===== config.mk =====
export PLATFORM = sky130hd
export DESIGN_NAME = gamepad_poll_scanner_core
export DESIGN_NICKNAME = d
export VERILOG_FILES = /design/src/rtl/gps_pkg.sv /design/src/rtl/gps_front.sv /design/src/rtl/gps_fifo.sv /design/src/rtl/gps_back.sv /design/src/rtl/gamepad_poll_scanner_core.sv
export VERILOG_INCLUDE_DIRS = /design/src /design/src/rtl
export SDC_FILE = /design/constraint.sdc
export NUM_CORES = 1
export LEC_CHECK = 0
export ABC_AREA = 1
export CAP_MARGIN = 20
export CORE_MARGIN = 3
export CORE_UTILIZATION = 54
export DETAILED_ROUTE_END_ITERATION = 10
export DONT_BUFFER_PORTS = 1
export PLACE_DENSITY_LB_ADDON = 0.08
export SLEW_MARGIN = 10
export SYNTH_ARGS = -nofsm -noshare
export SYNTH_HDL_FRONTEND = slang
export SYNTH_HIERARCHICAL = 1
export SYNTH_SLANG_ARGS = --single-unit

===== constraint.sdc =====
create_clock -name clk -period 13 [get_ports clk]
set_input_delay 1.3 -clock clk [delete_from_list [all_inputs] [get_ports clk]]
set_output_delay 1.3 -clock clk [all_outputs]
set_load 0.01 [all_outputs]

===== src/rtl/assert_macros.svh =====
// ----------------------------------------------------------------------------
// Assertion macros
// Shared concurrent assertion helpers; both expect clk and rst in scope.
// ----------------------------------------------------------------------------
`ifndef ASSERT_MACROS_SVH
`define ASSERT_MACROS_SVH
`ifndef SYNTHESIS
// same-cycle implication
`define GPS_ASSERT_IMP(label, ante, cons) \
  label: assert property (@(posedge clk) disable iff (rst) (ante) |-> (cons)) \
    else $error("assertion failed");
// next-cycle implication
`define GPS_ASSERT_NXT(label, ante, cons) \
  label: assert property (@(posedge clk) disable iff (rst) (ante) |=> (cons)) \
    else $error("assertion failed");
`else
`define GPS_ASSERT_IMP(label, ante, cons)
`define GPS_ASSERT_NXT(label, ante, cons)
`endif
`endif


===== src/rtl/gps_pkg.sv =====
// ----------------------------------------------------------------------------
// gps_pkg
// Shared constants and types of the gamepad poll scanner.
// ----------------------------------------------------------------------------
package gps_pkg;

  localparam int READS_PER_POLL = 8;
  localparam int PAD_COUNT      = 2;
  localparam int CNT_W          = $clog2(READS_PER_POLL);

  localparam int DATA_W   = 16;
  localparam int OFF_W    = 4;
  localparam int FIELD_W  = 6;
  localparam int BYTE_W   = 8;
  localparam int WORD_W   = 64;

  localparam int CONN_BIT = 56;
  localparam int SIX_BIT  = 8;

  localparam int KEY_COUNT = 12;
  localparam int BASE_KEYS = 8;

  // event slots per pad: connection, twelve keys, sync
  localparam int EV_COUNT = KEY_COUNT + 2;
  localparam int POS_W    = $clog2(EV_COUNT);
  localparam logic [POS_W-1:0] EV_CONN = POS_W'(0);
  localparam logic [POS_W-1:0] EV_SYNC = POS_W'(EV_COUNT - 1);

  localparam logic [1:0] KIND_KEY  = 2'd0;
  localparam logic [1:0] KIND_CONN = 2'd1;
  localparam logic [1:0] KIND_SYNC = 2'd2;

  localparam logic REG_LEFT_OFFSET  = 1'b0;
  localparam logic REG_RIGHT_OFFSET = 1'b1;

  localparam logic [OFF_W-1:0] LEFT_OFFSET_RESET  = OFF_W'(0);
  localparam logic [OFF_W-1:0] RIGHT_OFFSET_RESET = OFF_W'(8);

  // bit of the poll word for each key code
  localparam logic [5:0] KEY_BIT [KEY_COUNT] = '{
    6'd59, 6'd58, 6'd48, 6'd49, 6'd60, 6'd52,
    6'd53, 6'd61, 6'd18, 6'd19, 6'd20, 6'd16
  };

  localparam int FIFO_DEPTH = 2;

  typedef logic [PAD_COUNT-1:0][EV_COUNT-1:0] ev_vec_t;

  typedef struct packed {
    ev_vec_t mask;
    ev_vec_t level;
  } job_t;

  typedef struct packed {
    logic       level;
    logic [3:0] key_code;
    logic [1:0] event_kind;
    logic       pad_index;
  } result_t;

endpackage


===== src/rtl/gps_front.sv =====
// ----------------------------------------------------------------------------
// gps_front
// Accepts bus reads, builds the poll words and turns a closed poll into a job.
// ----------------------------------------------------------------------------
module gps_front import gps_pkg::*; (
  input  logic              clk,
  input  logic              rst,
  input  logic              s_tvalid,
  output logic              s_tready,
  input  logic [DATA_W-1:0] s_tdata,
  input  logic              s_tuser,
  input  logic              cfg_we,
  input  logic              cfg_index,
  input  logic [OFF_W-1:0]  cfg_data,
  output logic              push,
  output job_t              job,
  input  logic              full
);

  logic [OFF_W-1:0]  offset      [PAD_COUNT];
  logic [CNT_W-1:0]  read_count;
  logic [WORD_W-1:0] shift_word  [PAD_COUNT];
  logic [WORD_W-1:0] prev_word   [PAD_COUNT];
  logic [PAD_COUNT-1:0] seen_once;

  logic [WORD_W-1:0] shift_next  [PAD_COUNT];
  logic              accept;
  logic              closing;

  assign s_tready = !full;
  assign accept   = s_tvalid && s_tready;
  assign closing  = (read_count == CNT_W'(READS_PER_POLL - 1));
  assign push     = accept && !s_tuser && closing && (|seen_once);

  always_comb begin
    logic [DATA_W-1:0] sh;
    for (int p = 0; p < PAD_COUNT; p++) begin
      sh = s_tdata >> offset[p];
      shift_next[p] = {shift_word[p][WORD_W-BYTE_W-1:0],
                       BYTE_W'(sh[FIELD_W-1:0])};
    end
  end

  // change mask and new levels for each event slot
  always_comb begin
    logic [WORD_W-1:0] ch;
    logic              six;
    job = '0;
    for (int p = 0; p < PAD_COUNT; p++) begin
      ch  = shift_next[p] ^ prev_word[p];
      six = shift_next[p][SIX_BIT];
      job.mask[p][EV_CONN]  = ch[CONN_BIT] && seen_once[p];
      job.level[p][EV_CONN] = !shift_next[p][CONN_BIT];
      for (int k = 0; k < KEY_COUNT; k++) begin
        job.mask[p][k+1]  = ch[KEY_BIT[k]] && seen_once[p] && ((k < BASE_KEYS) || six);
        job.level[p][k+1] = !shift_next[p][KEY_BIT[k]];
      end
      job.mask[p][EV_SYNC]  = seen_once[p];
      job.level[p][EV_SYNC] = 1'b0;
    end
  end

  always_ff @(posedge clk) begin
    if (rst) begin
      offset[0]  <= LEFT_OFFSET_RESET;
      offset[1]  <= RIGHT_OFFSET_RESET;
      read_count <= '0;
      seen_once  <= '0;
      for (int p = 0; p < PAD_COUNT; p++) shift_word[p] <= '0;
    end else begin
      if (cfg_we) begin
        case (cfg_index)
          REG_LEFT_OFFSET:  offset[0] <= cfg_data;
          REG_RIGHT_OFFSET: offset[1] <= cfg_data;
          default: ;
        endcase
      end
      if (accept) begin
        if (s_tuser || closing) begin
          read_count <= '0;
          for (int p = 0; p < PAD_COUNT; p++) shift_word[p] <= '0;
          if (!s_tuser) seen_once <= '1;
        end else begin
          read_count <= read_count + CNT_W'(1);
          for (int p = 0; p < PAD_COUNT; p++) shift_word[p] <= shift_next[p];
        end
      end
    end
  end

  // previous poll word, valid once seen_once is set
  always_ff @(posedge clk) begin
    if (accept && !s_tuser && closing) begin
      for (int p = 0; p < PAD_COUNT; p++) prev_word[p] <= shift_next[p];
    end
  end

endmodule


===== src/rtl/gps_fifo.sv =====
// ----------------------------------------------------------------------------
// gps_fifo
// Two-entry job queue between the front and back ends.
// ----------------------------------------------------------------------------
module gps_fifo import gps_pkg::*; (
  input  logic clk,
  input  logic rst,
  input  logic push,
  input  job_t din,
  output logic full,
  input  logic pop,
  output job_t dout,
  output logic empty
);

  localparam int PTR_W = $clog2(FIFO_DEPTH);

  job_t                mem [FIFO_DEPTH];
  logic [PTR_W-1:0]    wr_ptr;
  logic [PTR_W-1:0]    rd_ptr;
  logic [PTR_W:0]      count;

  assign full  = (count == (PTR_W+1)'(FIFO_DEPTH));
  assign empty = (count == '0);
  assign dout  = mem[rd_ptr];

  always_ff @(posedge clk) begin
    if (rst) begin
      wr_ptr <= '0;
      rd_ptr <= '0;
      count  <= '0;
    end else begin
      if (push) wr_ptr <= wr_ptr + PTR_W'(1);
      if (pop)  rd_ptr <= rd_ptr + PTR_W'(1);
      if (push && !pop)      count <= count + (PTR_W+1)'(1);
      else if (pop && !push) count <= count - (PTR_W+1)'(1);
    end
  end

  always_ff @(posedge clk) begin
    if (push) mem[wr_ptr] <= din;
  end

endmodule


===== src/rtl/gps_back.sv =====
// ----------------------------------------------------------------------------
// gps_back
// Walks a job's pending events to the output, one per cycle unless stalled.
// ----------------------------------------------------------------------------
`include "assert_macros.svh"

module gps_back import gps_pkg::*; (
  input  logic       clk,
  input  logic       rst,
  input  job_t       job,
  input  logic       empty,
  output logic       pop,
  output logic       m_tvalid,
  input  logic       m_tready,
  output result_t    m_tdata,
  output logic       m_tlast
);

  ev_vec_t          mask;
  ev_vec_t          level;
  logic             busy;
  logic             step;
  logic             cur;
  logic [POS_W-1:0] pos;
  logic             later;
  logic             sel_last;
  result_t          res;

  assign busy = |mask;
  assign step = busy && (!m_tvalid || m_tready);
  assign pop  = !busy && !empty;

  always_comb begin
    logic [EV_COUNT-1:0] rest;
    cur = 1'b0;
    for (int p = PAD_COUNT - 1; p >= 0; p--) begin
      if (|mask[p]) cur = 1'(p);
    end
    pos = '0;
    for (int i = EV_COUNT - 1; i >= 0; i--) begin
      if (mask[cur][i]) pos = POS_W'(i);
    end
    later = 1'b0;
    for (int p = 0; p < PAD_COUNT; p++) begin
      if (p > int'(cur) && (|mask[p])) later = 1'b1;
    end
    rest = mask[cur];
    rest[pos] = 1'b0;
    sel_last = (rest == '0) && !later;

    res.pad_index = cur;
    if (pos == EV_CONN) begin
      res.event_kind = KIND_CONN;
      res.key_code   = 4'd0;
      res.level      = level[cur][pos];
    end else if (pos == EV_SYNC) begin
      res.event_kind = KIND_SYNC;
      res.key_code   = 4'd0;
      res.level      = 1'b0;
    end else begin
      res.event_kind = KIND_KEY;
      res.key_code   = 4'(pos - POS_W'(1));
      res.level      = level[cur][pos];
    end
  end

  always_ff @(posedge clk) begin
    if (rst) begin
      mask     <= '0;
      m_tvalid <= 1'b0;
    end else begin
      if (pop) begin
        mask <= job.mask;
      end else if (step) begin
        mask[cur][pos] <= 1'b0;
      end
      if (step) begin
        m_tvalid <= 1'b1;
      end else if (m_tready) begin
        m_tvalid <= 1'b0;
      end
    end
  end

  always_ff @(posedge clk) begin
    if (pop) level <= job.level;
    if (step) begin
      m_tdata <= res;
      m_tlast <= sel_last;
    end
  end

  // the final event of a job leaves nothing pending
  `GPS_ASSERT_NXT(a_last_drains, step && sel_last, !busy)
  // every queued job carries at least one sync event
  `GPS_ASSERT_NXT(a_job_nonempty, pop, busy)
  // a run always closes with a sync event
  `GPS_ASSERT_IMP(a_last_is_sync, m_tvalid && m_tlast, m_tdata.event_kind == KIND_SYNC)

endmodule


===== src/rtl/gamepad_poll_scanner_core.sv =====
// ----------------------------------------------------------------------------
// gamepad_poll_scanner_core
// Two-pad polled controller scanner producing key, connection and sync events.
// ----------------------------------------------------------------------------
// Each bus read (one transaction on the slave side) enters the front end,
// which can accept a read every cycle; reads stall only while the queue holds
// two unfinished jobs. For each pad it pulls a 6-bit field at that pad's
// offset and shifts it into a 64-bit poll word; the eighth good read closes
// the poll. A closing read compares each pad's word with the previous one and
// pushes one job (per-pad change mask plus new levels) into a two-entry
// queue. The back end drains a job at one event per cycle while m_tready
// allows: a connection change, key changes in fixed key order (twelve keys
// when bit 8 marks a six-button pad, else eight) and a sync per pad, so a
// poll yields 2 to 28 events. The first poll after reset emits nothing. A
// read flagged as failed in tuser clears the read counter and both poll words
// without output. tlast marks the last event of a poll. Offsets must be
// written on the cfg port while the block is idle, which it does not enforce.
// ----------------------------------------------------------------------------
module gamepad_poll_scanner_core import gps_pkg::*; (
  input  logic              clk,
  input  logic              rst,
  // bus reads
  input  logic              s_tvalid,
  output logic              s_tready,
  input  logic [15:0]       s_tdata,   // [15:0] read_data
  input  logic              s_tuser,   // [0] read_failed
  // events
  output logic              m_tvalid,
  input  logic              m_tready,
  output logic [7:0]        m_tdata,   // [0] pad_index, [2:1] event_kind,
                                       // [6:3] key_code, [7] level
  output logic              m_tlast,   // last_of_run
  // configuration: index 0 left offset, 1 right offset
  input  logic              cfg_we,
  input  logic              cfg_index,
  input  logic [OFF_W-1:0]  cfg_data
);

  logic    push;
  logic    full;
  logic    pop;
  logic    empty;
  job_t    job_in;
  job_t    job_out;
  result_t res;

  gps_front u_front (
    .clk       (clk),
    .rst       (rst),
    .s_tvalid  (s_tvalid),
    .s_tready  (s_tready),
    .s_tdata   (s_tdata),
    .s_tuser   (s_tuser),
    .cfg_we    (cfg_we),
    .cfg_index (cfg_index),
    .cfg_data  (cfg_data),
    .push      (push),
    .job       (job_in),
    .full      (full)
  );

  // decouples poll closing from event drain
  gps_fifo u_fifo (
    .clk   (clk),
    .rst   (rst),
    .push  (push),
    .din   (job_in),
    .full  (full),
    .pop   (pop),
    .dout  (job_out),
    .empty (empty)
  );

  gps_back u_back (
    .clk      (clk),
    .rst      (rst),
    .job      (job_out),
    .empty    (empty),
    .pop      (pop),
    .m_tvalid (m_tvalid),
    .m_tready (m_tready),
    .m_tdata  (res),
    .m_tlast  (m_tlast)
  );

  assign m_tdata = res;

endmodule

* After elaboration in Yosys (flattened, before gate mapping) *
Memories as Yosys holds them, arrays and structs flattened. A register that Yosys moved wholly into a read port is not among the register bits.
Cells that the tools add are included.

storage, ports and cells
  flip-flop bits (word level) = 74
  memory bits (writable) = 364
  output and inout port bits = 11
  memories = 4

operators by class
  add/subtract/negate cells = 6
  magnitude comparators = 5
  equal/unequal tests = 3
  shift-type cells = 2
  multiplexer cells = 66
  bitwise logic cells = 13
  reduce and logical (&&, ||, !) cells = 94

memories
  memory              depth  width  rd ports  clocked after memory_dff  wr ports  line             source
  u_front.prev_word   2      62     2         0                         2         gps_front.sv:23  logic [WORD_W-1:0] prev_word [PAD_COUNT];
  u_front.shift_word  2      62     2         0                         2         gps_front.sv:22  logic [WORD_W-1:0] shift_word [PAD_COUNT];
  u_fifo.mem          2      54     1         1                         1         gps_fifo.sv:18   job_t mem [FIFO_DEPTH];
  u_front.offset      2      4      2         0                         2         gps_front.sv:20  logic [OFF_W-1:0] offset [PAD_COUNT];

operators by type and width
  operator              number
  $mux W62              4
  $xor A62 B62 Y62      2
  $mux W14              5
  $mux W4               16
  $mux W28              2
  $logic_and A1 B1 Y1   46
  $logic_not A1 Y1      34
  $shr A16 B4 Y6        2
  $mux W1               31
  $and A28 B28 Y28      1
  $not A28 Y28          1
  $reduce_or A14 Y1     2
  $reduce_or A28 Y1     1
  $and A14 B14 Y14      1
  $demux W14 S1         1
  $logic_not A14 Y1     1
  $mux W7               2
  $not A14 Y14          1
  $or A1 B1 Y1          6
  $reduce_bool A2 Y1    3
  $lt A4 B5 Y1 const B  1
  $bmux W1 S4           1
  $demux W1 S4          1
  $eq A4 B4 Y1 const B  1
  19 further kinds      23

* Longest topological paths before layout *
  depth in word-level cells = 29
  depth in mapped cells = 29

* Hierarchy *
The synthesis kept the hierarchy.

modules (own cells, without submodules)
  module     times used  cells each  area an instance (µm²)  seq. area each (µm²)
  gps_front  1           630         5939.4                  3563.4
  gps_fifo   1           207         4431.8                  3463.3
  gps_back   1           382         3286.9                  1691.6

* Worst setup path before layout *
Ideal clock, no wire load.

  path kind = input port to flip-flop
  start point = input port s_tvalid
  end point = memory u_fifo/mem[0][0] (netlist bit), enable pin
  library setup time = 470 ps
  arrival time = 6136 ps
  data required time = 12530 ps
  slack = 6394 ps
  stages on the path = 6
  path buffers = 0
  cells stage by stage = nand2_1 > nor3_1 > inv_1 > nor2_1 > inv_1 > nor2_1

between the ends
  cells in the longest elaborated chain, start to end = 6

RTL lines
  what                              line                             source
  start, declared                   gamepad_poll_scanner_core.sv:23  input logic s_tvalid,
  $logic_and A1 B1 Y1               gps_front.sv:31                  assign accept = s_tvalid && s_tready;
  $logic_and A1 B1 Y1 (3 in a row)  gps_front.sv:33                  assign push = accept && !s_tuser && closing && (|seen_once);
  via push                          gamepad_poll_scanner_core.sv:39  logic push;
  $mux W1                           gps_fifo.sv:41                   if (push) mem[wr_ptr] <= din;
  $mux W1 (implied by the code)     gps_fifo.sv:41
  end, declared                     gps_fifo.sv:18

The timed path passes the listed nets, and every way through them passes these cells.

* Worst setup path in the final report *
  start point = register u_back/mask[16] (netlist bit)
  end point = register, netlist name u_back/m_tdata[6]

between the ends
  cells in the longest elaborated chain, start to end = 21
  elaborated cells on any way between the ends = 23

RTL lines
  what                                                                   line            source
  start, declared                                                        gps_back.sv:19  ev_vec_t mask;
  start signal, assigned                                                 gps_back.sv:73  mask <= job.mask;
  $reduce_or A14 Y1                                                      gps_back.sv:37  if (|mask[p]) cur = 1'(p);
  $mux W1 (2 in a row)                                                   gps_back.sv:37
  $mux W14 (implied by the code) * (2 in a row)                          gps_back.sv:41  if (mask[cur][i]) pos = POS_W'(i);
  $mux W4 (13 in a row)                                                  gps_back.sv:41
  $mux W4 *                                                              gps_back.sv:41
  parallel branches: the longest is 2 deep, another holds $sub A4 B1 Y4  -

Mark *: on every way between the ends. The select of a mux whose other input is x is not followed.
A chain may end at the register's enable or synchronous reset.

==> impl_results.md <==
- Distinct cell type count after synthesis: 45
- # rows: 57
- CP endpoint kind: flop
- Ant. Diodes: 0
- Fmax: 0.267 GHz
- Worst Tran Pin Value: around 1000 ps
- Final period utilization: 0.288
- Register area share after synthesis: 0.638
- IO buf count: 0
- Hold Fails Final Rpt: 0
- Launching point of the worst reg2reg path: u_back/mask[16]
- GRT overflow: 0
- Vias in the first global route: a little over 8000
- Clock latency on the worst-skew pair: 560 ps
- Critical setup path kind: reg2reg
- Type of origin of the critical path: flop
- CP max FO: 19
- Worst slew margin relative to its limit: 0.304
- Worst Setup SP: u_back/mask[16]
- Dpl ws: 9210 ps
- Clk Tree Root Cell: clkbuf_16
- Number of gates resized after cts: 0
- Core Area: 0.0246 mm^2
- CP Data Arrival Time: 4040 ps
- Avg Inst Size Synth: about 11 um^2
- Critical Path RT: 13310 ps
- CTS tree: built
- Final TNS setup: 0 ps
- Slew Viols, Final: 0
- DR pass1 iterations: 6
- Finished Layout Cells: ~1600
- Final setup fails: 0
- Final WS setup: 9260 ps
- IO Pins: 38
- Routed WL: about 27000 um
- Nets: 1253
- Layout cells sized above 1: 0.136
- Mapped Cells: 1219
- Postcts setup bufs: 0
- Die Area: 0.0272 mm^2
- Via count: 8263
- Hold Crit Class: reg2reg
- Reg clk slew, reported paths: 60 ps
- RSZ-0062 raised after global routing: false
- Min cycle time layout: 3740 ps
- Final ANT Viol Nets: 0
- MaxCap Viol Count: 0
- DRC errors left: 0
- DP Cell Count: approximately 1500
- Clk buf depth: 3
- Outcome: complete, no violations
- Post-DP HPWL: 17500 um
- Worst hold slack: 477 ps
- DIE HEIGHT: 165 um
- Initial antenna violation count: 0
- Sink Count: around 300
- Die Wd: around 170 um
- Initial Utilization: 0.555
- Htree depth: 1
- Area growth from synthesis to layout: 8.95%
- Placer Congestion: 0.930
- DR iter-0 viols: around 630
- Clock Skew: 9.30 ps
- GRT Total Usage: 0.205
- Routed wire length per instance: roughly 17 um
- Worst hold start: u_back/mask[4]
- CTS hold repair buffers: 0
- Synth warn: 6
- Largest net degree at the start of global routing: slightly above 80
- Synth Register Bits: a little over 300
- Cts bufs inserted: 31
- Vias per inst: 5.27
- First-pass GRT wire length: 43600 um
- Mapped cell area: 0.0137 mm^2
[cells in the mapped netlist, drive strengths merged]
| library cell | count | area, um^2 |
|---|---|---|
| a22o | 1 | 8.76 |
| mux2i | 12 | 120 |
| a211oi | 1 | 12.5 |
| or2 | 2 | 12.5 |
| nor3 | 6 | 40.0 |
| inv | 161 | 609 |
| o21ai | 38 | 190 |
| xnor2 | 19 | 166 |
| nand3 | 112 | 598 |
| clkinv | 3 | 17.5 |
| dfxtp | 38 | 761 |
| nor4 | 2 | 27.5 |
| nand4 | 5 | 31.3 |
| edfxtp | 265 | 7960 |
| ha | 8 | 100 |
| o21a | 8 | 60.1 |
| nor2 | 144 | 571 |
| clkbuf | 11 | 41.3 |
| buf | 30 | 253 |
| and3 | 2 | 12.5 |
| a21oi | 63 | 372 |
| mux2 | 56 | 781 |
| o21bai | 1 | 7.51 |
| nand2 | 230 | 905 |
| conb | 1 | 3.75 |
[final timing paths]
check	endpoint	slack (ps)	cells after the start
hold / removal	u_back/mask[4]	480	2
setup / recovery	u_back/m_tdata[6]	9260	26
setup reg to reg	u_back/m_tdata[6]	9260	26
hold reg to reg	u_back/mask[4]	480	2
[cell type report]
class,instances,area [um^2]
clock buffers,34,787
well taps,324,405
fillers,1999,9720
clock inverters,24,246
flip-flops and latches,303,8720
repair buffers,6,45.0
inverters,164,627
multi-input cells,712,4050
[cells in the final DEF, fill, tap and decap left out, types with 2 or more instances in the layout]
master / Yosys / layout
dfxtp_1: 38 / 37
inv_6: 0 / 2
nand3_1: 106 / 106
nor2_2: 6 / 6
nand3_2: 5 / 5
clkbuf_1: 11 / 3
nand2_4: 1 / 2
nor3_2: 2 / 4
clkinv_1: 1 / 11
clkinv_2: 1 / 6
and3_1: 2 / 2
clkbuf_16: 0 / 31
inv_1: 146 / 145
nor3_1: 4 / 2
o21ai_1: 5 / 5
nand4_1: 5 / 5
buf_4: 6 / 6
o21a_1: 8 / 8
o21ai_0: 33 / 33
a21oi_4: 2 / 2
a21oi_1: 52 / 52
nor2_1: 136 / 135
xnor2_1: 19 / 19
nor2_4: 2 / 3
nand2_1: 221 / 220
inv_4: 2 / 2
clkinv_4: 1 / 2
mux2_4: 40 / 40
a21oi_2: 9 / 9
nand2_2: 7 / 7
edfxtp_1: 265 / 265
conb_1: 1 / 2
bufinv_16: 0 / 5
mux2_2: 16 / 16
ha_1: 8 / 8
inv_2: 13 / 14
mux2i_1: 12 / 12
[layer usage]
metal / global-route usage / wire length, um
met2: 0.335 / 12600
met4: 0.0621 / 789
met3: 0.0356 / 1440
met5: 0 / 0
met1: 0.283 / 12000
[cells by family after synthesis]
group / after synthesis / synth area share
AOI/OAI and AO/OA: 112 / 0.0476
xor gates and xnor gates: 19 / 0.0122
adders and majority gates: 8 / 0.00733
buffers and inverters: 205 / 0.0674
DFF: 303 / 0.638
muxes: 68 / 0.0660
other: 1 / 0.000275
and+or+nand+nor: 503 / 0.161
[stage by stage]
stage	utilization	instance area, um^2
final	0.605	14900
after global routing	0.605	14900
after CTS	0.605	14900
after detailed placement	0.563	13800
after global placement	0.563	13800
after floorplan	-	13700
[state kept, by name, summed over array words and instances (netlist names), named ones only]
| name | cells |
|---|---|
| u_front/read_count | 3 |
| u_fifo/mem | 112 |
| u_fifo/rd_ptr | 1 |
| u_fifo/count | 2 |
| u_back/m_tlast | 1 |
| u_back/mask | 28 |
| u_front/offset | 8 |
| u_front/prev_word | 26 |
| u_front/seen_once | 1 |
| u_back/m_tdata | 8 |
| u_front/shift_word | 82 |
| u_back/m_tvalid | 1 |
| u_back/level | 28 |
| u_fifo/wr_ptr | 1 |
[worst max-delay path: stages, from the launching register on]
cell and delay [ps]:
dfxtp_1 330, nor2_1 180, nand2_1 110, nor2_2 160, nand2_4 110, nand2_8 220
inv_4 150, a21oi_1 230, nand2_1 90, nand2_1 60, nand2_1 50, nand2_1 60
nand2_1 50, nand2_1 50, nand2_1 50, nand2_1 50, nand2_1 50, nand2_1 180
nand2_2 200, inv_1 160, ha_1 270, inv_1 100, nor2_4 150, inv_2 80
nand2_1 140, o21bai_1 130, a21oi_1 50
Power is not shown: default switching activity piles up to over one toggle a cycle in this logic, so the estimate is an artifact.
